==> config.mk <==
export PLATFORM = sky130hd
export DESIGN_NAME = graph_depth_first_search
export DESIGN_NICKNAME = d
export VERILOG_FILES = /design/src/hdl/gdfs_pkg.sv /design/src/hdl/gdfs_adj_mem.sv /design/src/hdl/gdfs_stack.sv /design/src/hdl/gdfs_pick.sv /design/src/hdl/graph_depth_first_search.sv
export SDC_FILE = /design/constraint.sdc
export NUM_CORES = 1
export LEC_CHECK = 0
export BUFFER_PORTS_ARGS = -buffer_cell sky130_fd_sc_hd__buf_2
export CAP_MARGIN = 10
export CORE_MARGIN = 5
export CORE_UTILIZATION = 40
export DETAILED_ROUTE_END_ITERATION = 6
export PLACE_DENSITY = 0.68
export SYNTH_ARGS = -nofsm -noshare
export SYNTH_HDL_FRONTEND = slang
export SYNTH_SLANG_ARGS = --single-unit
==> constraint.sdc <==
create_clock -name i_clk -period 2.8 [get_ports i_clk]
set_input_delay 0 -clock i_clk [delete_from_list [all_inputs] [get_ports i_clk]]
set_output_delay 0 -clock i_clk [all_outputs]
set_load 0.02 [all_outputs]
==> src/hdl/gdfs_pkg.sv <==
package gdfs_pkg;

    // Fixed field widths of the stream items
    localparam int VTX_W         = 5;
    localparam int S_TDATA_W     = 16;
    localparam int M_TDATA_W     = 8;

    // Default graph size, and a maximum size that no module here checks
    localparam int VERTICES_DEF  = 16;
    localparam int VERTICES_MAX  = 64;

    // Item kinds carried on the slave tuser
    localparam logic OP_ADD_EDGE = 1'b0;
    localparam logic OP_SEARCH   = 1'b1;

endpackage

==> src/hdl/gdfs_adj_mem.sv <==
module gdfs_adj_mem
    import gdfs_pkg::*;
#(
    parameter int VERTICES = VERTICES_DEF
) (
    input  logic                        i_clk,
    input  logic                        i_rst_n,
    input  logic                        i_we,
    input  logic [$clog2(VERTICES)-1:0] i_waddr,
    input  logic [VERTICES-1:0]         i_wdata,
    input  logic [$clog2(VERTICES)-1:0] i_raddr,
    output logic [VERTICES-1:0]         o_rdata
);

    logic [VERTICES-1:0] r_mem [VERTICES];
    logic [VERTICES-1:0] r_row_valid;
    logic [VERTICES-1:0] r_rd_data;
    logic                r_rd_valid;

    // Row storage and registered read port
    always_ff @(posedge i_clk) begin
        if (i_we) begin
            r_mem[i_waddr] <= i_wdata;
        end
        r_rd_data <= r_mem[i_raddr];
    end

    // Row valid bits: a row never written reads as no edges
    always_ff @(posedge i_clk) begin
        if (!i_rst_n) begin
            r_row_valid <= '0;
            r_rd_valid  <= 1'b0;
        end else begin
            if (i_we) begin
                r_row_valid[i_waddr] <= 1'b1;
            end
            r_rd_valid <= r_row_valid[i_raddr];
        end
    end

    assign o_rdata = r_rd_valid ? r_rd_data : '0;

endmodule

==> src/hdl/gdfs_stack.sv <==
module gdfs_stack
    import gdfs_pkg::*;
#(
    parameter int VERTICES = VERTICES_DEF
) (
    input  logic                        i_clk,
    input  logic                        i_we,
    input  logic [$clog2(VERTICES)-1:0] i_waddr,
    input  logic [$clog2(VERTICES)-1:0] i_wdata,
    input  logic [$clog2(VERTICES)-1:0] i_raddr,
    output logic [$clog2(VERTICES)-1:0] o_rdata
);

    localparam int IW = $clog2(VERTICES);

    logic [IW-1:0] r_mem [VERTICES];
    logic [IW-1:0] r_rd_data;

    // Pending vertex store, one write and one registered read a cycle
    always_ff @(posedge i_clk) begin
        if (i_we) begin
            r_mem[i_waddr] <= i_wdata;
        end
        r_rd_data <= r_mem[i_raddr];
    end

    assign o_rdata = r_rd_data;

endmodule

==> src/hdl/gdfs_pick.sv <==
module gdfs_pick
    import gdfs_pkg::*;
#(
    parameter int VERTICES = VERTICES_DEF
) (
    input  logic [VERTICES-1:0]         i_cand,
    output logic                        o_any,
    output logic [$clog2(VERTICES)-1:0] o_idx
);

    localparam int IW = $clog2(VERTICES);

    // Find the highest set candidate bit; later hits override earlier ones
    always_comb begin
        o_idx = '0;
        for (int i = 0; i < VERTICES; i++) begin
            if (i_cand[i]) begin
                o_idx = IW'(i);
            end
        end
        o_any = |i_cand;
    end

endmodule

==> src/hdl/graph_depth_first_search.sv <==
// Add edge: reads and rewrites the row of vertex_a, then that of vertex_b, then returns to idle.
// Search: per popped vertex, S_POP (stack read) and S_LOAD (row read), then S_SCAN pushes
// each unvisited neighbour and finishes the row scan (S_SCAN is skipped on a key match),
// then S_EMIT holds the result until m_axis_tready; S_IDLE is entered after the last.
// One item at a time: s_axis_tready stays low until the whole run has finished.
// Reset clears control state and the adjacency row valid bits at once.
module graph_depth_first_search
    import gdfs_pkg::*;
#(
    parameter int VERTICES = VERTICES_DEF
) (
    input  logic                 i_clk,
    input  logic                 i_rst_n,
    input  logic                 s_axis_tvalid,
    output logic                 s_axis_tready,
    // [4:0] vertex_a, [9:5] vertex_b, [14:10] search_key, [15] zero
    input  logic [S_TDATA_W-1:0] s_axis_tdata,
    // [0] opcode
    input  logic                 s_axis_tuser,
    output logic                 m_axis_tvalid,
    input  logic                 m_axis_tready,
    // [4:0] visited_vertex, [7:5] zero
    output logic [M_TDATA_W-1:0] m_axis_tdata,
    // [0] found
    output logic                 m_axis_tuser,
    output logic                 m_axis_tlast
);

    localparam int IW    = $clog2(VERTICES);
    localparam int CW    = $clog2(VERTICES + 1);
    localparam int CMP_W = (CW > VTX_W) ? CW : VTX_W;
    localparam logic [VERTICES-1:0] ONE_HOT0 = VERTICES'(1);

    typedef enum logic [3:0] {
        S_IDLE,
        S_ADD_RD_A,
        S_ADD_WR_A,
        S_ADD_RD_B,
        S_ADD_WR_B,
        S_POP,
        S_LOAD,
        S_SCAN,
        S_EMIT
    } t_state;

    t_state              r_state, n_state;
    logic [IW-1:0]       r_idx_a, n_idx_a;
    logic [IW-1:0]       r_idx_b, n_idx_b;
    logic [IW-1:0]       r_cur, n_cur;
    logic [CW-1:0]       r_count, n_count;
    logic [VERTICES-1:0] r_visited, n_visited;
    logic [VTX_W-1:0]    r_out_vtx, n_out_vtx;
    logic                r_out_found, n_out_found;
    logic                r_out_last, n_out_last;

    logic [VTX_W-1:0]    in_va, in_vb, in_key;
    logic                va_ok, vb_ok;
    logic [IW-1:0]       va_idx, vb_idx;
    logic                in_acc;

    logic                adj_we;
    logic [IW-1:0]       adj_waddr, adj_raddr;
    logic [VERTICES-1:0] adj_wdata, adj_row;
    logic                stk_we;
    logic [IW-1:0]       stk_waddr, stk_wdata, stk_raddr, stk_rdata;
    logic                pick_any;
    logic [IW-1:0]       pick_idx;
    logic [VTX_W-1:0]    load_vtx;
    logic                load_hit;
    logic [VTX_W-1:0]    r_key, n_key;

    // Unpack the input transaction
    assign in_va  = s_axis_tdata[VTX_W-1:0];
    assign in_vb  = s_axis_tdata[2*VTX_W-1:VTX_W];
    assign in_key = s_axis_tdata[3*VTX_W-1:2*VTX_W];
    assign va_ok  = (in_va != '0) && (CMP_W'(in_va) <= CMP_W'(VERTICES));
    assign vb_ok  = (in_vb != '0) && (CMP_W'(in_vb) <= CMP_W'(VERTICES));
    assign va_idx = IW'(CMP_W'(in_va) - CMP_W'(1));
    assign vb_idx = IW'(CMP_W'(in_vb) - CMP_W'(1));
    assign in_acc = s_axis_tvalid && s_axis_tready;

    // Vertex number of the entry just read from the stack, and the key match
    assign load_vtx = VTX_W'(CMP_W'(stk_rdata) + CMP_W'(1));
    assign load_hit = (CMP_W'(r_key) == CMP_W'(stk_rdata) + CMP_W'(1));

    gdfs_adj_mem #(.VERTICES(VERTICES)) u_adj (
        .i_clk   (i_clk),
        .i_rst_n (i_rst_n),
        .i_we    (adj_we),
        .i_waddr (adj_waddr),
        .i_wdata (adj_wdata),
        .i_raddr (adj_raddr),
        .o_rdata (adj_row)
    );

    gdfs_stack #(.VERTICES(VERTICES)) u_stack (
        .i_clk   (i_clk),
        .i_we    (stk_we),
        .i_waddr (stk_waddr),
        .i_wdata (stk_wdata),
        .i_raddr (stk_raddr),
        .o_rdata (stk_rdata)
    );

    gdfs_pick #(.VERTICES(VERTICES)) u_pick (
        .i_cand (adj_row & ~r_visited),
        .o_any  (pick_any),
        .o_idx  (pick_idx)
    );

    // Sequencer: next state and memory port control
    always_comb begin
        n_state     = r_state;
        n_idx_a     = r_idx_a;
        n_idx_b     = r_idx_b;
        n_cur       = r_cur;
        n_count     = r_count;
        n_visited   = r_visited;
        n_key       = r_key;
        n_out_vtx   = r_out_vtx;
        n_out_found = r_out_found;
        n_out_last  = r_out_last;
        adj_we      = 1'b0;
        adj_waddr   = r_idx_a;
        adj_wdata   = adj_row;
        adj_raddr   = r_idx_a;
        stk_we      = 1'b0;
        stk_waddr   = IW'(r_count);
        stk_wdata   = pick_idx;
        stk_raddr   = IW'(r_count - CW'(1));

        case (r_state)
            S_IDLE: begin
                if (in_acc) begin
                    n_idx_a = va_idx;
                    n_idx_b = vb_idx;
                    n_key   = in_key;
                    if (s_axis_tuser == OP_ADD_EDGE) begin
                        if (va_ok && vb_ok) begin
                            n_state = S_ADD_RD_A;
                        end
                    end else if (va_ok) begin
                        // Seed the stack with the start vertex
                        n_visited = ONE_HOT0 << va_idx;
                        stk_we    = 1'b1;
                        stk_waddr = '0;
                        stk_wdata = va_idx;
                        n_count   = CW'(1);
                        n_state   = S_POP;
                    end
                end
            end
            S_ADD_RD_A: begin
                adj_raddr = r_idx_a;
                n_state   = S_ADD_WR_A;
            end
            S_ADD_WR_A: begin
                adj_we    = 1'b1;
                adj_waddr = r_idx_a;
                adj_wdata = adj_row | (ONE_HOT0 << r_idx_b);
                n_state   = S_ADD_RD_B;
            end
            S_ADD_RD_B: begin
                adj_raddr = r_idx_b;
                n_state   = S_ADD_WR_B;
            end
            S_ADD_WR_B: begin
                adj_we    = 1'b1;
                adj_waddr = r_idx_b;
                adj_wdata = adj_row | (ONE_HOT0 << r_idx_a);
                n_state   = S_IDLE;
            end
            S_POP: begin
                stk_raddr = IW'(r_count - CW'(1));
                n_count   = r_count - CW'(1);
                n_state   = S_LOAD;
            end
            S_LOAD: begin
                // Fetch the popped vertex's row; stop at once on a key match
                n_cur     = stk_rdata;
                adj_raddr = stk_rdata;
                if (load_hit) begin
                    n_out_vtx   = load_vtx;
                    n_out_found = 1'b1;
                    n_out_last  = 1'b1;
                    n_count     = '0;
                    n_state     = S_EMIT;
                end else begin
                    n_state = S_SCAN;
                end
            end
            S_SCAN: begin
                adj_raddr = r_cur;
                if (pick_any) begin
                    // Push the highest unvisited neighbour and mark it
                    n_visited = r_visited | (ONE_HOT0 << pick_idx);
                    if (r_count < CW'(VERTICES)) begin
                        stk_we  = 1'b1;
                        n_count = r_count + CW'(1);
                    end
                end else begin
                    n_out_vtx   = VTX_W'(CMP_W'(r_cur) + CMP_W'(1));
                    n_out_found = 1'b0;
                    n_out_last  = (r_count == '0);
                    n_state     = S_EMIT;
                end
            end
            S_EMIT: begin
                if (m_axis_tready) begin
                    n_state = r_out_last ? S_IDLE : S_POP;
                end
            end
            default: begin
                n_state = S_IDLE;
            end
        endcase
    end

    // Hold state and registered outputs
    always_ff @(posedge i_clk) begin
        if (!i_rst_n) begin
            r_state   <= S_IDLE;
            r_count   <= '0;
            r_visited <= '0;
        end else begin
            r_state   <= n_state;
            r_count   <= n_count;
            r_visited <= n_visited;
        end
        r_idx_a     <= n_idx_a;
        r_idx_b     <= n_idx_b;
        r_cur       <= n_cur;
        r_key       <= n_key;
        r_out_vtx   <= n_out_vtx;
        r_out_found <= n_out_found;
        r_out_last  <= n_out_last;
    end

    assign s_axis_tready = (r_state == S_IDLE);
    assign m_axis_tvalid = (r_state == S_EMIT);
    assign m_axis_tdata  = M_TDATA_W'(r_out_vtx);
    assign m_axis_tuser  = r_out_found;
    assign m_axis_tlast  = r_out_last;

endmodule

* Yosys cells after proc, flatten, opt, wreduce, memory -nomap -nowiden
Memory sizes are Yosys's and may differ from the RTL's. A register that Yosys moved wholly into a read port is not among the register bits. Index checks and enable logic that the tools add are counted.
Storage, ports and cells: register bits after elaboration 66, RAM bits 320, input port bits 21, output and inout port bits 12, word-level logic and storage cells 145, memories 2
Memory list:
- u_adj.r_mem | depth 16, width 16, rd ports 1, clocked after Yosys merged registers in 1, wr ports 1, line gdfs_adj_mem.sv:15 | logic [VERTICES-1:0] r_mem [VERTICES];
- u_stack.r_mem | depth 16, width 4, rd ports 1, clocked after Yosys merged registers in 1, wr ports 1, line gdfs_stack.sv:16 | logic [IW-1:0] r_mem [VERTICES];
Operators by class: $add $sub $neg 6, magnitude comparators 6, eq/ne operators 19, shifts and indexed selects 4, muxes and demuxes 71, bitwise operators 6, reductions and logical operators 19
Operator list (number):
- $mux 4 | 24
- $mux 16 | 5
- $or 16x16->16 | 4
- $pmux 16 s2 | 2
- $shl 1x4->16 const A | 4
- $mux 5 | 8
- $pmux 4 s8 | 1
- $pmux 5 s4 | 1
- $and 16x16->16 | 1
- $eq 4x3->1 const B | 4
- $mux 1 | 16
- $not 16->16 | 1
- $reduce_or 16->1 | 1
- $mux 3 | 5
- $pmux 4 s3 | 1
- $add 4x1->5 const B | 2
- $le 5x5->1 const B | 2
- $lt 4x5->1 const B | 2
- $pmux 5 s2 | 1
- $reduce_and 5->1 | 2
- $reduce_bool 5->1 | 2
- $eq 4x2->1 const B | 2
- $ne 2x1->1 const B | 4
- $ne 2x2->1 const B | 4
- 23 further kinds | 32

* Longest topological paths before layout
word-level depth 21, gate-level depth with buffers 10, depth with buffers taken out 8

* Cells and area by module
A second synthesis with hierarchy kept.
Second synthesis, totals: cells, all modules 1079, area total of the unflattened synthesis 17187.7 µm²
By module, submodules not included:
- gdfs_adj_mem | times used 1, cells an instance 503, area an instance 10731.5 µm², seq. area each 8348.0 µm²
- graph_depth_first_search | times used 1, cells an instance 418, area an instance 3619.7 µm², seq. area each 1221.2 µm²
- gdfs_stack | times used 1, cells an instance 130, area an instance 2666.3 µm², seq. area each 2001.9 µm²
- gdfs_pick | times used 1, cells an instance 28, area an instance 170.2 µm², seq. area each 0.0 µm²

* Least setup slack after synthesis
Ideal clock, no wire load.
path kind register to register, start point reg r_state[2], end point mem u_stack.r_mem[0][1] (netlist name), data pin, library setup time 303 ps, data arrival time 2596 ps, data required time 2497 ps, path slack -99 ps, stages on the path, launching flop included 7, buffers on the path 2, period minus slack after synthesis 2899 ps, path through dfxtp_1 > buf_2 > buf_2 > nor4_2 > and2_1 > nand3_1 > a31oi_1
On the way: cells in the longest elaborated chain, start to end 4
RTL lines:
- start, declared | line graph_depth_first_search.sv:46 | t_state r_state, n_state;
- start signal, assigned | line graph_depth_first_search.sv:226 | r_state <= n_state;
- $logic_not 4->1 * | line graph_depth_first_search.sv:239 | assign s_axis_tready = (r_state == S_IDLE);
- via s_axis_tready | line graph_depth_first_search.sv:15 | output logic s_axis_tready,
- $logic_and 1x1->1 | line graph_depth_first_search.sv:80 | assign in_acc = s_axis_tvalid && s_axis_tready;
- $mux 4 | line graph_depth_first_search.sv:134 | if (in_acc) begin
- $mux 4 * | line graph_depth_first_search.sv:132 | case (r_state)
- via stk_wdata[1] | line graph_depth_first_search.sv:65 | logic [IW-1:0] stk_waddr, stk_wdata, stk_raddr, stk_rdata;
- end, declared | line gdfs_stack.sv:16
The timed path passes the listed nets; every way through them passes the cells marked *.

* Worst setup path in the final report
start point reg r_state[3], end point mem u_adj.r_mem[13][6] (netlist name) (enable)
On the way: cells in the longest elaborated chain, start to end 5, elaborated cells between the ends (all ways) 7, classes of those cells 2 x eq/ne; 4 x mux; 1 x reduce/logical
RTL lines:
- $eq 4x2->1 or $eq 4x3->1 (tied branches) | line graph_depth_first_search.sv:132
- $reduce_or 2->1 (no line)
- $mux 1 | line graph_depth_first_search.sv:132
- $mux 1 | line gdfs_adj_mem.sv:22 | if (i_we) begin
- $mux 1 (not written as such) | line gdfs_adj_mem.sv:23 | r_mem[i_waddr] <= i_wdata;
- end, declared | line gdfs_adj_mem.sv:15
Parallel ways exist; a longest one is shown, timed or not.

==> qor.yml <==
globalRouteOverflowTotal: 0
htreeDepth: 2
synth.distinct_cells: 71
met2_usage_pct: 26.29
post-route-min-period_ns: 2.644
setup_viol: 0
cts.sinks: 406
yosysWarnings: 0
hold_violations: 0
leakage_nw: 6.665
hold_path_class: "input port to flop"
synth.area.top_cells: "edfxtp_1 (61%), mux4_2 (11%), dfxtp_1 (7.3%)"
cts_root_buffer: "clkbuf_16"
finalSetupTns_ns: 0
setup_ws_ns: 0.1562
grt_pass1_wl_um: 58750
rsz0062_at_grt: "false"
regToRegSetupSlack_ns: 0.16
drt_first_pass_iters: 7
cap_violations: 0
r2r-start: "r_state[3]"
synth_edf_count: 344
synth.yosys.seq_area_share_pct: 68.15
cp.required_ns: 3.07
mostFrequentLayoutCells: "edfxtp_1 (344), nor2_1 (87), mux4_2 (84)"
numCtsBuffers: 41
ir_worst_vdd_uv: 430.2
die_x_um: 216.0
status: "complete, no violations"
grt_pass1_vias: 9982
fin_crit_sh_pct: 94.42
synth-seq-cells: 406
layout.nets: 1239
clkSlewWorstSetupHoldPaths_ns: 0.07
gp_congestion: 0.8711
tightest_slew_ns: 1.033
fmax_mhz: 378.2
synth_area_leader_cell: "edfxtp_1"
worstPathArrival_ns: 2.91
syn-cell-area_um2: 16980
grt_max_degree: 31
startpoint_type: "flop"
wl_um: 38570
antenna_found_initial: 0
synthArstFlopShare_pct: 0
end_kind: "flop"
core.rowCount: 75
hpwl_um: 24820
drive_gt1_share_pct: 24.11
wl_per_cell_um: 21.68
cts_tree: "built"
final_max_slew_viol_count: 0
vias_per_cell: 5.630
io_buffers: 28
insertion_delay_ns: 0.56
grt_use_met1_pct: 22.25
worstHoldStart: "s_axis_tdata[4]"
cellPowerDensity_nw_per_um2: 793.9
path_class: "flop to flop"
pre_cts_ws_ns: 0.1577
vias: 10020
start_util_pct: 40.48
antenna_cells: 0
holdWs_ns: 0.05599
groute.usage.overall_pct: 16.21
synth_top_area_share_pct: 60.84
ant_nets: 0
chipHeight_um: 216.0
grtUsageMet3_pct: 3.181
cts_resized: 0
core_um2: 41950
path_max_fanout: 12
fin_skew_ns: 0.03303
clock_path_buffers: 3
layout_commonest_cell: "edfxtp_1"
ios: 33
grt_busiest_layer: "met2"
worst_r2r_endpoint: "u_adj.r_mem[13][6]"
drc_errors: 0
drt_iter0_markers: 1020
synthFlopType: "edfxtp_1"
synth_area_per_cell_um2: 15.62
die_area_um2: 46670
min_delay_worst_endpoint: "r_state[2]"
worstRegToRegCells: 7
area_growth_pct: 17.57
hold_path_depth: 5
synthCells: 1087
slew_headroom_pct: 31.09
[worst max-delay path by stage]
stage	from	to	cells after the start	slack, ns
2_1_floorplan	r_state[2]	u_stack.r_mem[0][0]	6	0.07
3_3_place_gp	r_state[1]	u_adj.r_rd_data[2]	10	0.20
3_5_place_dp	r_state[1]	u_adj.r_rd_data[2]	10	0.16
4_1_cts	r_state[1]	u_adj.r_rd_data[1]	10	0.12
5_1_grt	r_state[3]	u_adj.r_mem[13][6]	7	0.01
6_report	r_state[3]	u_adj.r_mem[13][6]	7	0.16
[final cells by class]
| type | instances | area (um^2) |
|---|---|---|
| inverter | 17 | 63.81 |
| clock inverter | 20 | 209.0 |
| sequential | 406 | 11570 |
| timing repair buffer | 133 | 1146 |
| fill | 3480 | 21980 |
| multi-input combinational | 608 | 5141 |
| clock buffer | 56 | 1157 |
| tap | 539 | 674.4 |
[metal layers]
layer / wire [um] / vias up
met3: 3182 / 78
li1: - / 4543
met1: 15980 / 4979
met2: 18350 / 416
met5: 0 / -
met4: 1057 / 0
[synth_stat cells, types with 5 or more instances]
cell / count
a211oi_1: 9
a21oi_1: 27
a22o_1: 14
a22oi_1: 36
a311oi_1: 10
a31oi_1: 9
a32oi_1: 5
and2_1: 6
buf_2: 16
clkbuf_1: 32
dfxtp_1: 62
edfxtp_1: 344
ha_1: 11
inv_1: 16
mux4_2: 84
nand2_1: 63
nand2b_1: 15
nand3_1: 22
nand3b_1: 7
nor2_1: 103
nor2b_1: 22
nor3_1: 30
nor3b_1: 8
o21a_1: 7
o21ai_0: 18
o22ai_1: 16
xnor2_1: 7
xor2_1: 10
[where the power goes]
group	internal [mW]	leakage, nW	total, mW	switching, mW
Clock	3.20	0.671	5.47	2.27
Sequential	7.11	3.68	7.39	0.279
Combinational	1.27	2.31	2.99	1.72
Total	11.6	6.67	15.8	4.27
[sequential cells by signal, summed over array words and instances, names as in the netlist]
signal / flops
r_state: 4
r_idx_a: 4
r_cur: 4
m_axis_tuser: 1
r_idx_b: 4
u_adj.r_row_valid: 16
u_stack.o_rdata: 4
u_adj.r_rd_data: 16
u_stack.r_mem: 64
r_key: 5
r_visited: 16
u_adj.r_rd_valid: 1
u_adj.r_mem: 256
r_count: 5
r_out_vtx: 5
m_axis_tlast: 1
[critical path, cell delays in order, from the launching register on]
cell and delay (ns):
dfxtp_1 0.36, nor2_2 0.20, nand2_1 0.21, nor3b_1 0.24
o21ai_0 0.12, buf_4 0.15, nor2_2 0.77, buf_4 0.30
[cell families after synthesis]
logic type / share of synthesized area (%)
buffers and inverters: 1.997
other: 0.02208
muxes: 11.44
adders and majority gates: 0.8105
and+or+nand+nor: 8.585
DFF: 68.15
xor gates and xnor gates: 1.017
AOI/OAI and AO/OA: 7.980
[through the flow]
stage	total power [mW]	util, %	std cells	instance area, um^2
after floorplan	9.371	-	1089	17010
after global placement	10.37	43.78	1681	18360
after detailed placement	10.44	43.78	1681	18360
after CTS	15.93	47.51	1777	19930
after global routing	16.51	47.59	1779	19960
final	15.85	47.59	1779	19960
[what timing repair did]
item,in CTS,in global routing
buffers inserted,0,1
endpoints found under the setup margin,0,4
hold endpoints to repair,29,0
hold buffers,20,0
Power figures use the tool's default switching activity.
